### src/nca_pkg.sv
`default_nettype none

package nca_pkg;

  // Opcodes of the input channel
  localparam logic [1:0] OP_LOAD  = 2'd0;
  localparam logic [1:0] OP_POINT = 2'd1;
  localparam logic [1:0] OP_CLEAR = 2'd2;

  // Field and datapath widths
  localparam int OPC_W  = 2;
  localparam int CIDX_W = 4;
  localparam int DIM_W  = 4;
  localparam int VAL_W  = 16;
  localparam int CLU_W  = 4;
  localparam int CFG_W  = 5;
  localparam int CNT_W  = 7;   // holds a centroid count up to 64
  localparam int IDX_W  = 6;   // holds a centroid index up to 63
  localparam int SQ_W   = 32;  // square of a 16-bit magnitude
  localparam int PART_W = 37;
  localparam int DIST_W = 36;
  localparam int COST_W = 56;

  localparam logic [CFG_W-1:0] CFG_RESET = 5'd16;

  // One item as it travels down the row of cells
  typedef struct packed {
    logic               valid;
    logic [OPC_W-1:0]   op;
    logic [CIDX_W-1:0]  cidx;
    logic [DIM_W-1:0]   didx;
    logic               dim_ok;
    logic signed [VAL_W-1:0] value;
    logic               last;
    logic [CNT_W-1:0]   n_act;
  } item_t;

  // Running nearest-centroid search, handed from cell to cell
  typedef struct packed {
    logic              valid;
    logic              res;
    logic              clear;
    logic              have;
    logic [PART_W-1:0] best_d;
    logic [IDX_W-1:0]  best_idx;
  } tok_t;

endpackage

`default_nettype wire

### src/nca_cell.sv
`default_nettype none

// One centroid: its coordinate store, squared-difference unit, partial
// distance and one step of the nearest search.
module nca_cell #(
  parameter int CELL_IDX = 0,
  parameter int MAX_DIMS = 16
) (
  input  wire                   clk,
  input  wire                   rst_n,
  input  wire                   adv,
  input  wire                   clr_en,
  input  wire [((MAX_DIMS > 1) ? $clog2(MAX_DIMS) : 1)-1:0] clr_addr,
  input  nca_pkg::item_t        item_i,
  output nca_pkg::item_t        item_o,
  input  nca_pkg::tok_t         tok_i,
  output nca_pkg::tok_t         tok_o
);

  localparam int DW = (MAX_DIMS > 1) ? $clog2(MAX_DIMS) : 1;
  localparam int XW = (DW > nca_pkg::DIM_W) ? DW : nca_pkg::DIM_W;

  logic [nca_pkg::VAL_W-1:0]  mem_r [MAX_DIMS];
  logic [nca_pkg::VAL_W-1:0]  rd_r;
  nca_pkg::item_t             b_r;
  nca_pkg::item_t             c_r;
  nca_pkg::tok_t              tok_r;
  nca_pkg::tok_t              tok_nxt;
  logic [nca_pkg::SQ_W-1:0]   sq_r;
  logic [nca_pkg::SQ_W-1:0]   sq_nxt;
  logic [nca_pkg::PART_W-1:0] partial_r;
  logic [nca_pkg::PART_W-1:0] partial_nxt;

  logic [XW-1:0] dim_x;
  logic [DW-1:0] addr;
  logic          ld_hit;

  // Stage A: table write for loads, registered read for points
  assign dim_x  = XW'(item_i.didx);
  assign addr   = dim_x[DW-1:0];
  assign ld_hit = item_i.valid && (item_i.op == nca_pkg::OP_LOAD) && item_i.dim_ok &&
                  (nca_pkg::CNT_W'(item_i.cidx) == nca_pkg::CNT_W'(CELL_IDX));

  always_ff @(posedge clk) begin
    if (clr_en) begin
      mem_r[clr_addr] <= '0;
    end else if (adv && ld_hit) begin
      mem_r[addr] <= item_i.value;
    end
    if (adv) begin
      rd_r <= mem_r[addr];
    end
  end

  // Stage B: squared difference, zero when this cell takes no part
  logic signed [nca_pkg::VAL_W:0] diff;
  logic [nca_pkg::VAL_W:0]        mag17;
  logic [nca_pkg::VAL_W-1:0]      mag;
  logic                           acc_b;

  always_comb begin
    diff  = $signed({b_r.value[nca_pkg::VAL_W-1], b_r.value}) -
            $signed({rd_r[nca_pkg::VAL_W-1], rd_r});
    mag17 = diff[nca_pkg::VAL_W] ? (17'd0 - 17'(diff)) : 17'(diff);
    mag   = mag17[nca_pkg::VAL_W-1:0];
    acc_b = b_r.valid && (b_r.op == nca_pkg::OP_POINT) && b_r.dim_ok &&
            (b_r.n_act > nca_pkg::CNT_W'(CELL_IDX));
    sq_nxt = acc_b ? (mag * mag) : '0;
  end

  // Stage C: saturating accumulate, then compare against the incoming best
  logic [nca_pkg::PART_W:0]   sum;
  logic [nca_pkg::PART_W-1:0] sat;
  logic                       active_c;
  logic                       take;

  always_comb begin
    sum      = {1'b0, partial_r} + (nca_pkg::PART_W + 1)'(sq_r);
    sat      = sum[nca_pkg::PART_W] ? '1 : sum[nca_pkg::PART_W-1:0];
    active_c = c_r.n_act > nca_pkg::CNT_W'(CELL_IDX);
    take     = active_c && (!tok_i.have || (sat < tok_i.best_d));

    partial_nxt = partial_r;
    if (c_r.valid && (c_r.op == nca_pkg::OP_POINT)) begin
      partial_nxt = c_r.last ? '0 : sat;
    end

    tok_nxt.valid    = c_r.valid;
    tok_nxt.res      = c_r.valid && (c_r.op == nca_pkg::OP_POINT) && c_r.last;
    tok_nxt.clear    = c_r.valid && (c_r.op == nca_pkg::OP_CLEAR);
    tok_nxt.have     = tok_i.have || active_c;
    tok_nxt.best_d   = take ? sat : tok_i.best_d;
    tok_nxt.best_idx = take ? nca_pkg::IDX_W'(CELL_IDX) : tok_i.best_idx;
  end

  // Pipeline registers, all frozen while the output stalls
  always_ff @(posedge clk) begin
    if (!rst_n) begin
      b_r       <= '0;
      c_r       <= '0;
      tok_r     <= '0;
      partial_r <= '0;
    end else if (adv) begin
      b_r       <= item_i;
      c_r       <= b_r;
      tok_r     <= tok_nxt;
      partial_r <= partial_nxt;
    end
  end

  always_ff @(posedge clk) begin
    if (adv) begin
      sq_r <= sq_nxt;
    end
  end

  assign item_o = b_r;
  assign tok_o  = tok_r;

endmodule

`default_nettype wire

### config.mk
export PLATFORM = sky130hd
export DESIGN_NAME = nca_cell
export DESIGN_NICKNAME = d
export VERILOG_FILES = /design/src/nca_pkg.sv /design/src/nca_cell.sv
export SDC_FILE = /design/constraint.sdc
export NUM_CORES = 1
export LEC_CHECK = 0
export CORE_MARGIN = 2
export CORE_UTILIZATION = 55
export DETAILED_ROUTE_END_ITERATION = 12
export DONT_BUFFER_PORTS = 1
export HOLD_SLACK_MARGIN = 0.06
export PLACE_DENSITY = 0.73
export SLEW_MARGIN = 0
export SYNTH_ARGS = -nofsm -noshare
export SYNTH_HDL_FRONTEND = slang
export SYNTH_SLANG_ARGS = --single-unit
### constraint.sdc
create_clock -name clk -period 8 [get_ports clk]
set_clock_uncertainty 0.2 [all_clocks]
set_input_delay 0.8 -clock clk [delete_from_list [all_inputs] [get_ports clk]]
set_output_delay 0.8 -clock clk [all_outputs]
set_load 0.005 [all_outputs]
# Word-level counts from Yosys, hierarchy flattened
# Memory sizes are Yosys's and may differ from the RTL's. A register that Yosys moved wholly into a read port is not among the register bits.
# Cells that the tools add are included.
# totals
out_inout_bits	83
input_bits	91
mem_count	1
reg_bits	163
ram_bits	256
# classes
add_sub_neg	3
mux	13
order_cmp	3
mul	1
n_eq_ne	3
reduce_logical	18
# mem_list
name	depth	word_bits	read_ports	rd_clocked_by_memory_dff	wr	line	rtl
mem_r	16	16	1	1	1	nca_cell.sv:23	logic [nca_pkg::VAL_W-1:0] mem_r [MAX_DIMS];
# op_table
cell	n
37-bit 2-to-1 mux	3
37-bit by 32-bit adder with 38-bit output	1
37-bit < comparator	1
16-bit by 16-bit multiplier with 32-bit output	1
16-bit 2-to-1 mux	2
16-bit by 16-bit subtractor with 17-bit output	1
16-bit OR reduction	1
1-bit by 16-bit subtractor with 16-bit output (first input constant)	1
7-bit by 1-bit > comparator with 1-bit output (second input constant)	2
1-bit logical AND	11
1-bit 2-to-1 mux	6
6-bit 2-to-1 mux	1
2-bit by 1-bit == test with 1-bit output (second input constant)	2
4-bit zero test	1
4-bit 2-to-1 mux	1
2-bit == test (second input constant)	1
2-bit zero test	1
1-bit logical OR	2
2-bit AND reduction	1
1-bit zero test	1

# Longest topological paths before layout
# logic_depth
depth_word	10
ltp_mapped	39

# Worst setup path after synthesis
# Ideal clock, no wire load.
# synth_path
path_kind	register to register
start	reg b_r, in the netlist item_o[8]
end	reg sq_r[30] in the netlist's numbering (data pin)
t_arrival_ns	8.385
setup_ns	0.266
t_required_ns	7.534
path_stages_with_launch	36
setup_slack_ns	-0.851
path_buffers	3
path_cell_list	dfxtp_1 inv_1 ha_1 fa_1 nand2b_1 a21oi_1 or3_1 buf_2 nand4b_1 a21oi_1 a2bb2oi_2 a21oi_1 xnor2_1 inv_1 clkbuf_1 nand2_1 fa_1 fa_1 inv_1 fa_1 fa_1 fa_1 inv_1 fa_1 inv_1 ha_1 clkbuf_1 a21o_1 a221o_1 a21oi_1 o21ai_1 a221o_1 a211oi_1 o21ai_1 xnor2_1 nor2_1
# synth_between
elab_chain_len	4
# synth_rtl
element	line	rtl
from (decl)	nca_cell.sv:25	nca_pkg::item_t b_r;
from (signal assigned)	nca_cell.sv:104	b_r <= item_i;
16-bit by 16-bit subtractor with 17-bit output (*)	nca_cell.sv:62	diff = $signed({b_r.value[nca_pkg::VAL_W-1], b_r.value}) -
1-bit by 16-bit subtractor with 16-bit output	nca_cell.sv:64	mag17 = diff[nca_pkg::VAL_W] ? (17'd0 - 17'(diff)) : 17'(diff);
16-bit 2-to-1 mux (*)	nca_cell.sv:64	
16-bit by 16-bit multiplier with 32-bit output (*)	nca_cell.sv:68	sq_nxt = acc_b ? (mag * mag) : '0;
to (signal assigned)	nca_cell.sv:113	sq_r <= sq_nxt;
to (decl)	nca_cell.sv:29	logic [nca_pkg::SQ_W-1:0] sq_r;
# Mark *: on every way between the ends. The rest lies on a longest branch, timed or not.
# A chain may end at the register's enable or synchronous reset.

# Worst setup path after layout
# layout_path
start	reg rd_r[5] in the netlist's numbering, read port of mem_r
end	reg sq_r[28] in the netlist's numbering (data pin)
# layout_between
elab_chain_len	4
# layout_rtl
element	line	rtl
from (decl)	nca_cell.sv:24	logic [nca_pkg::VAL_W-1:0] rd_r;
16-bit by 16-bit subtractor with 17-bit output (*)	nca_cell.sv:62	
1-bit by 16-bit subtractor with 16-bit output	nca_cell.sv:64	
16-bit 2-to-1 mux (*)	nca_cell.sv:64	
16-bit by 16-bit multiplier with 32-bit output (*)	nca_cell.sv:68	
# Marks and branches as above.

==> impl_metrics.tcl <==
set metrics [dict create \
    clkLatencyLatePin_ns 0.61 \
    layout-drive-gt1-share_pct 24.4 \
    clock_sink_count 434 \
    period_share_pct 107 \
    cell_count_after_synthesis 2426 \
    total_global_routing_track_utilization_pct 27.2 \
    cts-htree-levels 2 \
    area.growth.synth_to_final_pct 19.6 \
    stdcell_count 3369 \
    final-setup-viol-count 19 \
    n_antenna_cell 0 \
    clock_tree.root_cell "sky130_fd_sc_hd__clkbuf_16" \
    layout.filler_cells 3639 \
    routed-via-count 19700 \
    avg_synthesized_cell_area_sq_um 11.4 \
    failed_checks "negative setup slack" \
    critical_path.max_fanout 5 \
    place_ws_ns -0.832 \
    synth_enable_flop_cells 303 \
    die-area_sq_um 52200 \
    finalCoreUtilization_pct 66.3 \
    die_h_um 228 \
    first_pass_iters 5 \
    critPathKind "flip-flop to flip-flop" \
    clk_pin_slew_worst_paths_ns 0.06 \
    layout_common_cells "303 x sky130_fd_sc_hd__edfxtp_1, 294 x sky130_fd_sc_hd__inv_1, 255 x sky130_fd_sc_hd__buf_4, 163 x sky130_fd_sc_hd__ha_1, 150 x sky130_fd_sc_hd__fa_1" \
    chip_width_um 228 \
    worst-slew-pin-transition_ns 0.806 \
    final_stage_net_count 3096 \
    initial_antenna_violation_count 1 \
    cp_data_arrival_time_ns 8.70 \
    synthesis.area_sq_um 27700 \
    drc 0 \
    timing.hold.worst.start "rst_n" \
    drt-initial-drc-count 1436 \
    cell_count_after_placement 3232 \
    largest_net_degree_at_the_start_of_global_routing 167 \
    detail-route-antenna-nets 0 \
    grt_pass1_vias 20600 \
    number_of_register_bits_inferred_by_synthesis 434 \
    placedInstanceArea_sq_um 30300 \
    outcome "finished, violations left" \
    max_cap_viol_count 0 \
    grt_first_pass_wirelength_um 112000 \
    slowest_delay_ns 0.55 \
    vias_per_inst 5.86 \
    synth_seq_area_share_pct 42.3 \
    synth_async_sr_flop_share_pct 0 \
    whs_endpoint "tok_o[45]" \
    core_rows 82 \
    r2r_slack_ns -0.59 \
    clock_tree_from_tritoncts "yes" \
    worstRegToRegCells 33 \
    cp-end-kind "flip-flop" \
    gr-total-overflow 0 \
    hold_viol 0 \
    rr_startpoint "rd_r[5]" \
    initial_core_utilization_pct 55.5 \
    r2r-end "sq_r[28]" \
    finish.instance_area_sq_um 33100 \
    clock_tree.buffer_depth 3 \
    whs_path_depth 1 \
    timing.slew.headroom_pct 46.2 \
    cts_inserted_buffers 46 \
    place.port_buffers 0 \
    data_required_time_of_the_critical_path_ns 8.11 \
    synth_cell_type_count 86 \
    leading_cell_type_in_the_layout_fill_and_taps_excluded "sky130_fd_sc_hd__edfxtp_1" \
    most_frequent_cp_cell "sky130_fd_sc_hd__fa_1" \
    synthesis.nets 2863 \
    post-dp-hpwl_um 48600 \
    final-max-slew-violation-count 0 \
    avgRoutedWirePerCell_um 20.9 \
    hold_fix_buffers_cts 0 \
    final.setup.worst_slack_ns -0.591 \
    critical_path.startpoint_type "flip-flop" \
    totalWireLength_um 70400 \
    critPathSlowestCell "sky130_fd_sc_hd__fa_1" \
    io-pin-count 174 \
    yosysWarnings 0 \
    core-area_sq_um 50000 \
    maximum_clock_rate_mhz 116 \
    grt_setup_unrepaired "true" \
    finalWeightedCongestion 0.919 \
    holdCritPathClass "input port to flip-flop" \
    min_period_ns 8.59 \
    ys_dominant_reg_cell "sky130_fd_sc_hd__edfxtp_1" \
]
[cell type report]
cell class | count | area [sq um] | share of cell area [%]
sequential | 434 | 11700 | 35.4
clock inverter | 34 | 417 | 1.26
tap | 672 | 841 | 2.54
multi-input combinational | 1561 | 15300 | 46.3
clock buffer | 52 | 1190 | 3.60
timing repair buffer | 292 | 2390 | 7.22
inverter | 324 | 1230 | 3.73
[through the flow]
step	hold slack (ns)	TNS (ns)
after floorplan	0.245	-1.09
after global placement	0.251	-6.82
after detailed placement	0.266	-8.71
after CTS	0.0990	-4.34
after global routing	0.141	-11.99
final	0.151	-6.00
[cells in the mapped netlist (23+ instances only)]
| master | n | area [sq um] |
|---|---|---|
| sky130_fd_sc_hd__a21oi_1 | 73 | 365 |
| sky130_fd_sc_hd__nand4_1 | 47 | 294 |
| sky130_fd_sc_hd__nor2_1 | 148 | 556 |
| sky130_fd_sc_hd__inv_1 | 316 | 1190 |
| sky130_fd_sc_hd__dfxtp_1 | 131 | 2620 |
| sky130_fd_sc_hd__edfxtp_1 | 303 | 9100 |
| sky130_fd_sc_hd__o21ai_0 | 44 | 220 |
| sky130_fd_sc_hd__a22oi_1 | 35 | 263 |
| sky130_fd_sc_hd__xnor2_1 | 46 | 403 |
| sky130_fd_sc_hd__xor2_1 | 35 | 307 |
| sky130_fd_sc_hd__mux4_2 | 80 | 1800 |
| sky130_fd_sc_hd__nand3_1 | 112 | 561 |
| sky130_fd_sc_hd__nand2_1 | 124 | 465 |
| sky130_fd_sc_hd__buf_1 | 23 | 86.3 |
| sky130_fd_sc_hd__and2_1 | 23 | 144 |
| sky130_fd_sc_hd__a21o_1 | 48 | 360 |
| sky130_fd_sc_hd__nor2b_1 | 88 | 551 |
| sky130_fd_sc_hd__mux2i_1 | 48 | 480 |
| sky130_fd_sc_hd__fa_1 | 165 | 3300 |
| sky130_fd_sc_hd__ha_1 | 181 | 2260 |
| sky130_fd_sc_hd__clkbuf_1 | 73 | 274 |
[logic make-up (layout without fill, tap and decap cells)]
kind of cell / after synthesis / after routing / share of synthesized area, %
adders and majority gates: 346 / 346 / 20.1
DFF: 434 / 434 / 42.3
muxes: 130 / 130 / 8.32
xor gates and xnor gates: 84 / 84 / 2.76
and+or+nand+nor: 663 / 663 / 12.2
AOI/OAI and AO/OA: 338 / 338 / 8.42
buffers and inverters: 431 / 702 / 5.93
[worst max path at each step]
stage,from,slack (ns),cells past startpoint,endpoint
after floorplan,rd_r[0],-0.32,34,sq_r[30]
final,rd_r[5],-0.59,33,sq_r[28]
after global placement,rd_r[0],-0.70,33,sq_r[28]
after global routing,rd_r[0],-0.92,36,sq_r[31]
after CTS,item_o[8],-0.53,35,sq_r[28]
after detailed placement,rd_r[0],-0.83,33,sq_r[28]
[sequential cells by signal (all words and copies together), names as in the netlist]
signal / cells
partial_r: 37
sq_r: 31
mem_r: 256
tok_o: 47
c_r: 11
rd_r: 16
item_o: 36
[what timing repair did]
action | 4_1_cts | 5_1_grt
cloned | 0 | 0
resized for setup | 131 | 54
setup endpoints to repair | 19 | 20
setup buffers | 43 | 15
hold endpoints to repair | 0 | 0
pin swaps | 102 | 55
[worst max-delay path: cells and delay by family, from the launching register on]
family          cells  cell delay, ns
fa+ha+maj           8            3.37
compound gates      7            1.65
simple gates        7            1.34
buf+inv             9            0.93
xor+xnor            2            0.47
flops               1            0.35
[per-layer routing]
| layer | vias to the layer above | part of all wire (%) | GRT usage (%) |
|---|---|---|---|
| met3 | 161 | 5.6 | 3.42 |
| met5 | - | 0 | 0 |
| met2 | 682 | 53 | 49.8 |
| met1 | 9848 | 38 | 33.1 |
| met4 | 0 | 3.2 | 8.95 |
| li1 | 9035 | - | - |
Power is not shown: default switching activity piles up to over one toggle a cycle in this logic, so the estimate is an artifact.
