**src/nca_pkg.sv**
```systemverilog
`default_nettype none

package nca_pkg;

  // Opcodes of the input channel
  localparam logic [1:0] OP_LOAD  = 2'd0;
  localparam logic [1:0] OP_POINT = 2'd1;
  localparam logic [1:0] OP_CLEAR = 2'd2;

  // Field and datapath widths
  localparam int OPC_W  = 2;
  localparam int CIDX_W = 4;
  localparam int DIM_W  = 4;
  localparam int VAL_W  = 16;
  localparam int CLU_W  = 4;
  localparam int CFG_W  = 5;
  localparam int CNT_W  = 7;   // holds a centroid count up to 64
  localparam int IDX_W  = 6;   // holds a centroid index up to 63
  localparam int SQ_W   = 32;  // square of a 16-bit magnitude
  localparam int PART_W = 37;
  localparam int DIST_W = 36;
  localparam int COST_W = 56;

  localparam logic [CFG_W-1:0] CFG_RESET = 5'd16;

  // One item as it travels down the row of cells
  typedef struct packed {
    logic               valid;
    logic [OPC_W-1:0]   op;
    logic [CIDX_W-1:0]  cidx;
    logic [DIM_W-1:0]   didx;
    logic               dim_ok;
    logic signed [VAL_W-1:0] value;
    logic               last;
    logic [CNT_W-1:0]   n_act;
  } item_t;

  // Running nearest-centroid search, handed from cell to cell
  typedef struct packed {
    logic              valid;
    logic              res;
    logic              clear;
    logic              have;
    logic [PART_W-1:0] best_d;
    logic [IDX_W-1:0]  best_idx;
  } tok_t;

endpackage

`default_nettype wire

```
**src/nca_out_if.sv**
```systemverilog
`default_nettype none

interface nca_out_if;
  logic                        valid;
  logic                        ready;
  logic [nca_pkg::CLU_W-1:0]   cluster;
  logic [nca_pkg::DIST_W-1:0]  min_distance_sq;
  logic [nca_pkg::COST_W-1:0]  cost_total;

  modport source (output valid, cluster, min_distance_sq, cost_total, input ready);
  modport sink (input valid, cluster, min_distance_sq, cost_total, output ready);
endinterface

`default_nettype wire

```
**src/nca_cost.sv**
```systemverilog
`default_nettype none

// End of the row: cost accumulator and output register.
module nca_cost (
  input  wire              clk,
  input  wire              rst_n,
  input  nca_pkg::tok_t    tok_i,
  output logic             adv,
  nca_out_if.source        out_ch
);

  logic                        out_valid_r;
  logic [nca_pkg::CLU_W-1:0]   cluster_r;
  logic [nca_pkg::DIST_W-1:0]  dist_r;
  logic [nca_pkg::COST_W-1:0]  out_cost_r;
  logic [nca_pkg::COST_W-1:0]  cost_r;

  logic [nca_pkg::DIST_W-1:0]  dist_nxt;
  logic [nca_pkg::COST_W:0]    cost_sum;
  logic [nca_pkg::COST_W-1:0]  cost_nxt;

  // Stall the row only when a result would land on a waiting one
  assign adv = !(out_valid_r && !out_ch.ready && tok_i.res);

  always_comb begin
    dist_nxt = tok_i.best_d[nca_pkg::DIST_W] ? '1 : tok_i.best_d[nca_pkg::DIST_W-1:0];
    cost_sum = {1'b0, cost_r} + (nca_pkg::COST_W + 1)'(dist_nxt);
    cost_nxt = cost_sum[nca_pkg::COST_W] ? '1 : cost_sum[nca_pkg::COST_W-1:0];
  end

  // Control: accumulator and output valid
  always_ff @(posedge clk) begin
    if (!rst_n) begin
      out_valid_r <= 1'b0;
      cost_r      <= '0;
    end else begin
      if (adv && tok_i.res) begin
        out_valid_r <= 1'b1;
        cost_r      <= cost_nxt;
      end else begin
        if (out_ch.ready) begin
          out_valid_r <= 1'b0;
        end
        if (adv && tok_i.clear) begin
          cost_r <= '0;
        end
      end
    end
  end

  // Payload of the waiting result
  always_ff @(posedge clk) begin
    if (adv && tok_i.res) begin
      cluster_r  <= tok_i.best_idx[nca_pkg::CLU_W-1:0];
      dist_r     <= dist_nxt;
      out_cost_r <= cost_nxt;
    end
  end

  assign out_ch.valid           = out_valid_r;
  assign out_ch.cluster         = cluster_r;
  assign out_ch.min_distance_sq = dist_r;
  assign out_ch.cost_total      = out_cost_r;

endmodule

`default_nettype wire

```
**src/flat_wrapper.sv**
```systemverilog
// flat-port wrapper written by rule: the top's interface ports become plain ports
module nca_cost_flat 
  (clk, rst_n, tok_i, adv, out_ch_valid, out_ch_cluster, out_ch_min_distance_sq, out_ch_cost_total, out_ch_ready);
  nca_out_if out_ch_i ();
  input  wire clk;
  input  wire rst_n;
  input  nca_pkg::tok_t tok_i;
  output logic adv;
  output wire logic [$bits(out_ch_i.valid)-1:0] out_ch_valid;
  output wire logic [$bits(out_ch_i.cluster)-1:0] out_ch_cluster;
  output wire logic [$bits(out_ch_i.min_distance_sq)-1:0] out_ch_min_distance_sq;
  output wire logic [$bits(out_ch_i.cost_total)-1:0] out_ch_cost_total;
  input wire logic [$bits(out_ch_i.ready)-1:0] out_ch_ready;
  assign out_ch_valid = out_ch_i.valid;
  assign out_ch_cluster = out_ch_i.cluster;
  assign out_ch_min_distance_sq = out_ch_i.min_distance_sq;
  assign out_ch_cost_total = out_ch_i.cost_total;
  assign out_ch_i.ready = out_ch_ready;
  nca_cost u_core (.clk(clk), .rst_n(rst_n), .tok_i(tok_i), .adv(adv), .out_ch(out_ch_i));
endmodule
```
**config.mk**
```make
export PLATFORM = sky130hd
export DESIGN_NAME = nca_cost_flat
export DESIGN_NICKNAME = d
export VERILOG_FILES = /design/src/nca_pkg.sv /design/src/nca_out_if.sv /design/src/nca_cost.sv /design/src/flat_wrapper.sv
export SDC_FILE = /design/constraint.sdc
export NUM_CORES = 1
export LEC_CHECK = 0
export BUFFER_PORTS_ARGS = -buffer_cell sky130_fd_sc_hd__buf_2
export CAP_MARGIN = 20
export CORE_MARGIN = 2
export CORE_UTILIZATION = 50
export DETAILED_ROUTE_END_ITERATION = 12
export HOLD_SLACK_MARGIN = 0.08
export PLACE_DENSITY = 0.75
export SLEW_MARGIN = 20
export SYNTH_ARGS = -nofsm -noshare
export SYNTH_HDL_FRONTEND = slang
export SYNTH_SLANG_ARGS = --single-unit
```
**constraint.sdc**
```tcl
create_clock -name clk -period 5.8 [get_ports clk]
set_input_delay 0.29 -clock clk [delete_from_list [all_inputs] [get_ports clk]]
set_output_delay 0.29 -clock clk [all_outputs]
set_load 0.02 [all_outputs]
```
; ---- Word level (Yosys, flattened, before mapping)
; Index checks and enable logic that the tools add are counted.
[op_classes]
addsub = 1
n_mux = 6
n_reduce_logical = 8
[ops]
columns = cell, n
row1 = 2-to-1 mux 56 bit, 3
row2 = adder 56 x 36 -> 57 bit, 1
row3 = 2-to-1 mux 36 bit, 1
row4 = logical AND 1 bit, 4
row5 = nonzero test 2 bit, 2
row6 = logical NOT 1 bit, 2
row7 = 2-to-1 mux 1 bit, 2
[totals]
reg_bits = 153
input_bits = 50
out_inout_bits = 98
elab_cells = 20

; ---- Logic depth before layout (Yosys ltp)
; Gate-level depths: netlist (run 1).
[depth]
depth_word = 7
depth_mapped = 16
depth_no_buf = 13

; ---- Worst setup path after synthesis (run 1)
; Ideal clock, no wire load.
[synth_path]
kind = reg2reg
from = register u_core.out_valid_r, in the netlist u_core.out_ch.valid
to = register u_core.cost_r[39] (netlist bit)
setup_ns = 0.106
arrival_ns = 6.186
required_ns = 5.694
slack_ns = -0.492
path_stages_with_launch = 8
path_buffers = 2
period_less_slack_ns = 6.292
path_cell_list = dfxtp_1 -> nor2b_1 -> nor2b_1 -> and2_1 -> clkbuf_1 -> clkbuf_1 -> nand3_1 -> o311ai_0
[synth_via]
elab_chain_cells = 5
elab_cells_between_ends = 7
classes_between = mux: 1 / reduce/logical: 6
[synth_rtl]
columns = item, line_no
row1 = from (decl), nca_cost.sv:12  ; logic out_valid_r;
row2 = from (signal assigned), nca_cost.sv:34  ; out_valid_r <= 1'b0;
row3 = from (signal assigned), nca_cost.sv:38  ; out_valid_r <= 1'b1;
row4 = from (signal assigned), nca_cost.sv:42  ; out_valid_r <= 1'b0;
row5 = logical AND 1 bit (*) (2 in a row), nca_cost.sv:23  ; assign adv = !(out_valid_r && !out_ch.ready && tok_i.res);
row6 = logical NOT 1 bit (*), nca_cost.sv:23
row7 = logical AND 1 bit (on tied branches), "nca_cost.sv:37, nca_cost.sv:44"
row8 = 2-to-1 mux 56 bit or nonzero test 2 bit (tied branches), -
row9 = to (signal assigned), nca_cost.sv:39  ; cost_r <= cost_nxt;
row10 = to (decl), nca_cost.sv:16  ; logic [nca_pkg::COST_W-1:0] cost_r;
; Every way passes the cells marked *; elsewhere a longest branch is shown, timed or not.
; A chain may end at the register's enable or synchronous reset.

; ---- Final worst setup path (run 1)
[layout_path]
from = input tok_i[42] (netlist bit)
to = register u_core.cost_r[38] (netlist bit)
[layout_via]
elab_chain_cells = 4
[layout_rtl]
columns = item, line_no
row1 = from (decl), flat_wrapper.sv:7  ; input nca_pkg::tok_t tok_i;
row2 = 2-to-1 mux 36 bit, nca_cost.sv:26  ; dist_nxt = tok_i.best_d[nca_pkg::DIST_W] ? '1 : tok_i.best_d[nca_pkg::DIST_W-1:0];
row3 = "net u_core.dist_nxt, one bit", nca_cost.sv:18  ; logic [nca_pkg::DIST_W-1:0] dist_nxt;
row4 = adder 56 x 36 -> 57 bit, nca_cost.sv:27  ; cost_sum = {1'b0, cost_r} + (nca_pkg::COST_W + 1)'(dist_nxt);
row5 = 2-to-1 mux 56 bit, nca_cost.sv:28  ; cost_nxt = cost_sum[nca_pkg::COST_W] ? '1 : cost_sum[nca_pkg::COST_W-1:0];
row6 = 2-to-1 mux 56 bit, nca_cost.sv:37  ; if (adv && tok_i.res) begin
; The timed path passes the listed nets, and every way through them passes these cells.

==> results of run 1 <==
[cell usage after synthesis (3+ instances only)]
library cell	count
a211oi_1	6
a21o_1	15
a21oi_1	47
a22o_1	42
a31o_2	3
a31oi_1	5
and2_1	7
and3_1	10
and4_1	6
buf_2	12
clkbuf_1	24
dfxtp_1	57
edfxtp_1	96
ha_1	40
inv_1	13
mux2i_1	4
nand2_1	102
nand2b_1	7
nand3_1	17
nand4_1	16
nor2_1	38
nor2b_1	5
nor3_1	6
o211ai_1	9
o21a_1	12
o21ai_0	47
o21ai_1	4
o22ai_1	3
o31ai_1	6
or2_2	37
or3_1	5
xnor2_1	23
xor2_1	18
[kinds of logic (layout without fill, tap and decap cells)]
group	count (synthesis)	count (layout)
XOR/XNOR	41	41
multiplexers	6	6
AND/OR/NAND/NOR	268	268
buffers and inverters	50	197
AO/OA/AOI/OAI	227	227
flip-flops	153	153
adder cells (fa/ha/maj)	41	41
[worst max-delay path: stages]
cell and delay (ns):
buf_2 0.43, or2_2 0.22, ha_1 0.20, inv_1 0.08, fa_1 0.42, nand2b_1 0.19
a21oi_1 0.29, o2111ai_2 0.29, a211o_1 0.40, a21o_1 0.22, a21o_1 0.52, buf_12 0.34
nor2_1 0.28, a21oi_1 0.08, nand3_1 0.10
[power groups by stage]
stage,clock network (mW),logic (mW),registers (mW)
after floorplan,0,1.08,1.67
after global placement,0,1.61,1.51
after detailed placement,0,1.62,1.52
after CTS,1.08,1.65,1.50
after global routing,1.13,1.84,1.52
final,1.07,1.67,1.50
[final timing paths]
check                              to             start  cells past startpoint
setup / recovery    u_core.cost_r[38]         tok_i[42]                     15
hold / removal    u_core.out_ch.valid         tok_i[45]                      2
setup reg to reg    u_core.cost_r[38]  u_core.cost_r[0]                     13
hold reg to reg      u_core.cost_r[8]  u_core.cost_r[8]                      1
[what timing repair did]
item	in CTS	in global routing
hold buffers	4	0
buffers inserted	0	0
endpoints found under the hold margin	4	0
[layer usage]
layer / vias up / global-route usage (%) / share of wire (%)
li1: 3193 / - / -
met1: 3117 / 30.7 / 46
met2: 225 / 36.3 / 46
met3: 30 / 4.48 / 6.0
met4: 0 / 7.85 / 1.7
met5: - / 0 / 0
[flip-flops by register name, summed over array words and instances, names as in the netlist]
name / flops
u_core.cost_r: 56
u_core.out_ch.cluster: 4
u_core.out_ch.cost_total: 56
u_core.out_ch.min_distance_sq: 36
u_core.out_ch.valid: 1
[layout make-up]
| class | count | area (sq um) |
|---|---|---|
| sequential | 153 | 4020 |
| clock inverter | 9 | 101 |
| inverter | 13 | 48.8 |
| fill | 1393 | 6280 |
| multi-input combinational | 583 | 3900 |
| tap | 216 | 270 |
| timing repair buffer | 152 | 806 |
| clock buffer | 23 | 458 |
[through the flow]
| stage | std cells | utilization (%) | area [sq um] |
|---|---|---|---|
| floorplan | 786 | - | 8120 |
| global placement | 1113 | 56.7 | 9010 |
| detailed placement | 1113 | 56.7 | 9010 |
| CTS | 1149 | 60.5 | 9610 |
| global route | 1149 | 60.5 | 9610 |
| finish | 1149 | 60.5 | 9610 |
==> flow_summary_export.csv, run 1 <==
group,metric,value,unit
outcome,status,"completed",
pwr,power,4.24,mW
logic_synthesis,ys_seq_elements,153,
logic_synthesis,netlist.area_leader.share,35.5,%
grt,grt_max_degree,62,
pwr,netSwitchingFraction,36.3,%
cts,cts_buffers,17,
floorplanning,die_h,131,um
cts,clk_path_buf_depth,2,
timing,finalCritPeriodShare,69.3,%
pwr,p_clk_share,25.2,%
logic_synthesis,yosys_warnings,0,
timing,holdWs,0.123,ns
timing,clock.fmax,0.249,GHz
pwr,p_int,2.70,mW
cts,clkSlewWorstSetupHoldPaths,0.06,ns
setup_path,start_kind,"input port",
hold_path,hold_path.class,"input port to flop",
floorplanning,die_width,131,um
logic_synthesis,synth_xor_xnor_area_share,4.42,%
timing,slew_viol_final,0,
cts,cts-root-buf,"clkbuf_16",
timing,worstMarginPinSlew,0.918,ns
logic_synthesis,synthMuxAreaShare,0.817,%
logic_synthesis,synth_seq_area_share,49.6,%
pwr,p_switching,1.54,mW
timing,setup_slack,1.78,ns
detailed_routing,dr.pass1.iters,5,
detailed_routing,viasPerCell,5.71,
floorplanning,die_area,17300,sq um
placed_design,portBuffers,143,
logic_synthesis,avgSynthCellArea,10.3,sq um
pwr,seq_power_share,35.3,%
timing,rsz0062_at_grt,"no",
finish,area_growth,18.4,%
grt,overflow,0,
floorplanning,placement_rows,46,
detailed_routing,wirelength,19.1,mm
cts,clock_sinks,153,
finish,final_cell_mix,"buf_2, nand2_1, edfxtp_1",
setup_path,arrival,4.38,ns
finish,antenna_cells,0,
pwr,p_per_area,441,nW/um^2
detailed_routing,antenna_left,0,
cts,tritoncts,"yes",
timing,hold_violations,0,
logic_synthesis,synthAdderAreaFrac,6.41,%
placed_design,pre_cts_ws,1.41,ns
logic_synthesis,synth_area,8120,sq um
pwr,peakVddDrop,281,uV
logic_synthesis,syn_inst,786,
grt,track_usage,22.6,%
grt,grt_pass1_vias,6294,
setup_path,reg2reg_slack,1.96,ns
floorplanning,core_region_area,15900,sq um
pwr,leakage,4.01,nW
detailed_routing,drc,0,
setup_path,critPathKind,"input port to flop",
grt,grt_pass1_wl,31.6,mm
detailed_routing,vias,6565,
logic_synthesis,synth_area_leaders,"edfxtp_1, dfxtp_1, ha_1",
logic_synthesis,synthSimpleGateAreaFrac,16.5,%
cts,htreeDepth,4,
pwr,power_frac_comb,39.4,%
logic_synthesis,synth_cell_types,67,
timing,fin_worst_skew,0.0126,ns
logic_synthesis,async_flop_share,0,%
job,drv_cap,0,
placed_design,dp_hpwl,13.1,mm
logic_synthesis,synth.largest_area_cell,"edfxtp_1",
timing,maxSlewHeadroom,38.8,%
finish,drive_above_1_share,25.2,%
detailed_routing,first_iter_violations,416,
timing,min_period,4.02,ns
detailed_routing,wire_per_inst,16.6,um
logic_synthesis,synth_top_family_by_area,"compound AO/OA/AOI/OAI gates",
timing,finalSetupViolCount,0,
grt,grt_antenna_before_repair,0,
setup_path,end_kind,"flop",
logic_synthesis,synth_edf_count,96,
setup_path,critPathMaxFanout,38,
finish,layout_commonest_cell,"buf_2",
logic_synthesis,synth_compound_area_share,19.8,%
floorplanning,start_util,51.1,%
logic_synthesis,syn_nets,877,
timing,totalNegativeSetupSlack,0,ns
placed_design,gp_congestion,0.871,
floorplanning,ios,148,
cts,clk_latency,0.43,ns
cts,ctsResizeCount,0,
finish,nets,1011,
setup_path,required,6.17,ns
logic_synthesis,synth_ff_type,"edfxtp_1",
Note: power is estimated with default switching activity, not from simulation.
==> run 2, diff against run 1 <==
--- a/config.mk
+++ b/config.mk
@@ -11,7 +11,7 @@
 export CORE_UTILIZATION = 50
 export DETAILED_ROUTE_END_ITERATION = 12
 export HOLD_SLACK_MARGIN = 0.08
-export PLACE_DENSITY = 0.75
+export PLACE_DENSITY = 0.72
 export SLEW_MARGIN = 20
 export SYNTH_ARGS = -nofsm -noshare
 export SYNTH_HDL_FRONTEND = slang
==> constraint.sdc (replaced) <==
create_clock -name clk -period 3.7 [get_ports clk]
set_input_delay 0.185 -clock clk [delete_from_list [all_inputs] [get_ports clk]]
set_output_delay 0.185 -clock clk [all_outputs]
set_load 0.02 [all_outputs]
==> run 2 against run 1 <==
Against the previous run: utilization up 4.0 points; register-to-register slack worse by 1.5 ns; sequential power up 57%; global-route usage up 0.50 points; worst setup slack worse by 1.6 ns; clock power up 64%; sequential share of layout area down 2.6 points; hold slack worse by 0.024 ns; critical path type unchanged; critical endpoint is now u_core.cost_r[49]; highest routed layer unchanged.
==> flow_summary_export.csv, run 2 (same netlist as run 1, synthesis figures left out) <==
group,metric,value,unit
timing,min_period,3.48,ns
setup_path,r2r_end,"u_core.out_ch.cost_total[50]",
grt,track_usage,23.1,%
floorplanning,placement_rows,46,
hold_path,holdPathStages,2,
finish,final_cell_mix,"buf_2, nand2_1, edfxtp_1",
floorplanning,core_region_area,15900,sq um
floorplanning,die_width,131,um
grt,grt_pass1_vias,6511,
outcome,status,"completed",
cts,clk_latency,0.43,ns
cts,cts_buffers,17,
floorplanning,die_area,17300,sq um
pwr,p_per_area,670,nW/um^2
setup_path,critPathMaxFanout,4,
setup_path,arrival,3.79,ns
grt,grt_max_degree,59,
placed_design,dp_hpwl,13.7,mm
setup_path,start_kind,"input port",
detailed_routing,top_layer,"met4",
placed_design,gp_congestion,0.912,
timing,maxSlewHeadroom,46.0,%
finish,layout_commonest_cell,"buf_2",
timing,clock.fmax,0.287,GHz
detailed_routing,met3_wirelength,954,um
detailed_routing,drc,0,
cts,htreeDepth,4,
finish,area_growth,26.1,%
setup_path,required,4.01,ns
detailed_routing,viasPerCell,5.55,
finish,antenna_cells,0,
grt,grt_pass1_wl,32.3,mm
pwr,power,6.86,mW
detailed_routing,wire_per_inst,16.3,um
detailed_routing,antenna_left,0,
finish,drive_above_1_share,26.9,%
pwr,leakage,4.30,nW
timing,finalCritPeriodShare,94.0,%
pwr,peakVddDrop,441,uV
hold_path,hp-start,"tok_i[41]",
setup_path,critPathKind,"input port to flop",
timing,rsz0062_at_grt,"no",
cts,cts-root-buf,"clkbuf_16",
grt,grt_antenna_before_repair,0,
job,drv_cap,0,
cts,clkSlewWorstSetupHoldPaths,0.06,ns
timing,finalSetupViolCount,0,
grt,overflow,0,
detailed_routing,vias,6741,
timing,fin_worst_skew,0.00807,ns
detailed_routing,wirelength,19.8,mm
placed_design,portBuffers,143,
timing,hold_violations,0,
setup_path,end_kind,"flop",
hold_path,min_to,"u_core.out_ch.min_distance_sq[35]",
timing,worstMarginPinSlew,0.810,ns
cts,clk_path_buf_depth,2,
floorplanning,ios,148,
cts,clock_sinks,153,
detailed_routing,routed-wl-met2,9.38,mm
setup_path,timing.rr.start,"u_core.cost_r[0]",
finish,nets,1076,
timing,totalNegativeSetupSlack,0,ns
setup_path,reg2reg_slack,0.42,ns
detailed_routing,wirelength_met1,9.22,mm
cts,tritoncts,"yes",
floorplanning,die_h,131,um
hold_path,hold_path.class,"input port to flop",
placed_design,placedCellCount,1141,
finish,instances_no_fill,1214,
detailed_routing,first_iter_violations,460,
floorplanning,start_util,51.1,%
timing,slew_viol_final,0,
detailed_routing,dr.pass1.iters,5,
setup_path,reg2regPathDepth,12,
[run 2: changes by cell type in the layout (fill, tap and decap cells not counted), moves of 4 or more]
cell,before,now
inv_6,0,4
buf_4,4,31
clkinv_2,5,1
dlygate4sd3_1,4,41
clkbuf_1,5,0
clkinvlp_4,1,5
[run 2: per-stage QoR]
stage	worst slack [ns]	utilization [%]	hold WS (ns)	instance area (sq um)
after floorplan	0.479	-	0.284	8120
after global placement	0.199	58.1	0.361	9230
after detailed placement	0.173	58.1	0.363	9230
after CTS	0.260	64.4	0.0854	10200
after global routing	0.0168	64.5	0.101	10200
final	0.221	64.5	0.0989	10200
[run 2: routing by layer]
metal / vias up / global-route usage (%)
met5: - / 0
met4: 0 / 6.10
met3: 21 / 4.75
met2: 190 / 37.8
met1: 3207 / 31.5
li1: 3323 / -
[run 2: power by group]
group	switching (mW)	total (mW)	internal [mW]
Sequential	0.129	2.35	2.22
Combinational	1.64	2.75	1.11
Clock	0.726	1.76	1.03
[run 2: cell type report]
class                   instances  area, sq um
clock buffers                  19          453
clock inverters                13          141
fillers                      1277         5650
inverters                      13         48.8
multi-input cells             583         3900
flip-flops and latches        153         4020
well taps                     216          270
repair buffers                217         1400
[run 2: how the worst max path moves through the flow]
| stage | startpoint | end | slack, ns | cells after the start |
|---|---|---|---|---|
| finish | tok_i[7] | u_core.cost_r[49] | 0.22 | 12 |
| floorplan | u_core.out_ch.valid | u_core.cost_r[39] | 0.48 | 7 |
| detailed placement | tok_i[42] | u_core.out_ch.cost_total[51] | 0.17 | 12 |
| CTS | tok_i[6] | u_core.out_ch.cost_total[50] | 0.26 | 15 |
| global route | tok_i[6] | u_core.cost_r[38] | 0.02 | 16 |
| global placement | tok_i[42] | u_core.out_ch.cost_total[53] | 0.20 | 12 |
[run 2: critical path, cell delays in order]
cell           delay (ns)
dlygate4sd3_1        0.53
buf_2                0.12
or2_2                0.31
ha_1                 0.32
a211oi_1             0.10
o21a_1               0.22
nor3_2               0.32
a32o_1               0.31
a31oi_1              0.22
o31ai_1              0.62
o21ai_0              0.17
or3_1                0.35
[run 2: what timing repair did]
item,CTS,global route
hold buffers,41,0
buffers inserted,0,0
endpoints found under the setup margin,0,6
hold endpoints to repair,40,0
resized for setup,0,1
==> run 3, diff against run 2 <==
--- a/config.mk
+++ b/config.mk
@@ -7,11 +7,14 @@
 export LEC_CHECK = 0
 export BUFFER_PORTS_ARGS = -buffer_cell sky130_fd_sc_hd__buf_2
 export CAP_MARGIN = 20
+export CELL_PAD_IN_SITES_DETAIL_PLACEMENT = 1
+export CELL_PAD_IN_SITES_GLOBAL_PLACEMENT = 1
 export CORE_MARGIN = 2
-export CORE_UTILIZATION = 50
+export CORE_UTILIZATION = 44
 export DETAILED_ROUTE_END_ITERATION = 12
+export GPL_TIMING_DRIVEN = 1
 export HOLD_SLACK_MARGIN = 0.08
-export PLACE_DENSITY = 0.72
+export PLACE_DENSITY = 0.8
 export SLEW_MARGIN = 20
 export SYNTH_ARGS = -nofsm -noshare
 export SYNTH_HDL_FRONTEND = slang
==> run 3 against run 2 <==
Against the previous run: non-clock buffer count fell by 4; sequential share of layout area grew 0.063 points; flip-flop and latch count unchanged; worst setup slack got worse by 0.084 ns; clock power is 3% lower; first-iteration DRC count decreased by 17%; critical path depth did not move; cell count rose by 0.74%; cell area fell by 0.16%; critical path type unchanged; utilization fell by 7.7 points; sequential power barely moved.
==> flow_summary_export.csv, run 3 (same netlist as run 1, synthesis figures left out) <==
group,metric,value,unit
setup_path,critPathMaxFanout,4,
grt,grt_pass1_vias,7349,
setup_path,arrival,3.76,ns
grt,grt_max_degree,61,
setup_path,cp_top_family,"simple AND/OR/NAND/NOR gates",
cts,cts_buffers,17,
timing,finalSetupViolCount,0,
placed_design,dp_hpwl,16.2,mm
hold_path,hold_path.class,"input port to flop",
setup_path,reg2reg_slack,0.42,ns
setup_path,startpoint,"tok_i[9]",
finish,antenna_cells,0,
setup_path,required,3.90,ns
finish,seq_area,4020,sq um
finish,instances_no_fill,1223,
timing,clock.fmax,0.281,GHz
timing,totalNegativeSetupSlack,0,ns
finish,final_cell_mix,"buf_2, nand2_1, edfxtp_1",
setup_path,slowest_stage,"or4_4",
detailed_routing,drc,0,
finish,drive_above_1_share,27.0,%
floorplanning,die_area,19500,sq um
pwr,power,6.93,mW
pwr,p_int,4.27,mW
timing,finalCritPeriodShare,96.3,%
placed_design,gp_congestion,0.863,
grt,grt_pass1_wl,38.4,mm
floorplanning,core_region_area,18000,sq um
cts,clk_path_buf_depth,2,
timing,min_period,3.56,ns
setup_path,cp_num_buf_inv,2,
finish,fin_util,56.7,%
detailed_routing,dr.pass1.iters,4,
finish,area_growth,25.9,%
timing,setup_slack,0.136,ns
timing,fin_worst_skew,0.00974,ns
setup_path,worstSetupEndpoint,"u_core.out_ch.cost_total[53]",
pwr,p_switching,2.65,mW
finish,nets,1072,
setup_path,reg2regPathDepth,12,
floorplanning,ios,148,
floorplanning,placement_rows,49,
cts,clk_latency,0.44,ns
floorplanning,start_util,45.0,%
finish,layout_commonest_cell,"buf_2",
detailed_routing,viasPerCell,5.71,
detailed_routing,antenna_left,0,
setup_path,end_kind,"flop",
cts,cts-root-buf,"clkbuf_16",
setup_path,r2r_end,"u_core.cost_r[38]",
setup_path,critPathKind,"input port to flop",
timing,slew_viol_final,0,
detailed_routing,wire_per_inst,19.3,um
cts,clock_sinks,153,
finish,fill_cells,2047,
detailed_routing,vias,6978,
pwr,seq_power_share,34.0,%
setup_path,path_depth,12,
setup_path,start_kind,"input port",
placed_design,placed_area,9240,sq um
pwr,peakVddDrop,392,uV
placed_design,pre_cts_ws,0.0994,ns
detailed_routing,first_iter_violations,382,
job,drv_cap,0,
floorplanning,die_h,140,um
grt,track_usage,24.4,%
outcome,status,"completed",
timing,holdWs,0.0811,ns
grt,grt_antenna_before_repair,0,
pwr,power_frac_comb,41.4,%
pwr,netSwitchingFraction,38.3,%
pwr,p_clk_share,24.6,%
setup_path,slowest_delay,0.57,ns
cts,post_cts_buffers,0,
cts,tritoncts,"yes",
pwr,leakage,4.28,nW
finish,stdcell_area,10200,sq um
timing,rsz0062_at_grt,"no",
placed_design,placedCellCount,1151,
placed_design,portBuffers,143,
floorplanning,die_width,140,um
detailed_routing,wirelength,23.7,mm
pwr,p_per_area,677,nW/um^2
finish,multi_input_comb_area,3920,sq um
setup_path,timing.rr.start,"u_core.cost_r[0]",
timing,worstMarginPinSlew,0.845,ns
timing,hold_violations,0,
cts,clkSlewWorstSetupHoldPaths,0.07,ns
setup_path,cp_cell_sequence,"dlygate4sd3_1, buf_2, or2_2, ha_1, o21ai_1, o21a_1, nor3_2, nand4_1, a31oi_4, o31ai_2, or4_4, mux2_4",
cts,htreeDepth,4,
timing,maxSlewHeadroom,43.6,%
grt,overflow,0,
==> run 3: cell types whose count changed in the layout (fill, tap and decap cells not counted), moves of 2 or more <==
cell / delta
buf_4: -4
clkbuf_8: -2
clkinv_4: +5
clkinvlp_4: -2
==> run 3: per-layer routing <==
metal / track usage [%] / vias up / wire [um]
met5: 0 / - / 0
met1: 31.8 / 3442 / 10700
met3: 4.09 / 41 / 863
met2: 40.8 / 171 / 11600
li1: - / 3324 / -
met4: 9.00 / 0 / 557
==> run 3: how the worst min path moves through the flow <==
stage / start / to / slack, ns / cells past startpoint
after floorplan: tok_i[0] / u_core.out_ch.cluster[0] / 0.28 / 0
after global placement: tok_i[0] / u_core.out_ch.cluster[0] / 0.36 / 1
after detailed placement: tok_i[3] / u_core.out_ch.cluster[3] / 0.37 / 1
after CTS: tok_i[7] / u_core.out_ch.min_distance_sq[1] / 0.08 / 2
after global routing: tok_i[7] / u_core.out_ch.min_distance_sq[1] / 0.09 / 2
final: tok_i[7] / u_core.out_ch.min_distance_sq[1] / 0.08 / 2
==> run 3: cell type report <==
class,count,share of cell area [%]
Clock buffer,17,4.16
Sequential cell,153,39.4
Inverter,13,0.477
Tap cell,229,2.80
Multi-Input combinational cell,583,38.3
Clock inverter,15,1.40
Timing Repair Buffer,213,13.5
==> run 3: what timing repair did <==
action / 4_1_cts / 5_1_grt
endpoints found under the setup margin: 0 / 16
resized for setup: 0 / 4
hold endpoints to repair: 39 / 0
hold buffers: 40 / 0
==> run 3: power groups by stage <==
stage	clock, mW	sequential (mW)	combinational [mW]
6_report	1.71	2.35	2.86
5_1_grt	1.79	2.39	3.13
4_1_cts	1.72	2.35	2.85
3_5_place_dp	0	2.38	2.75
3_3_place_gp	0	2.37	2.68
2_1_floorplan	0	2.62	1.69
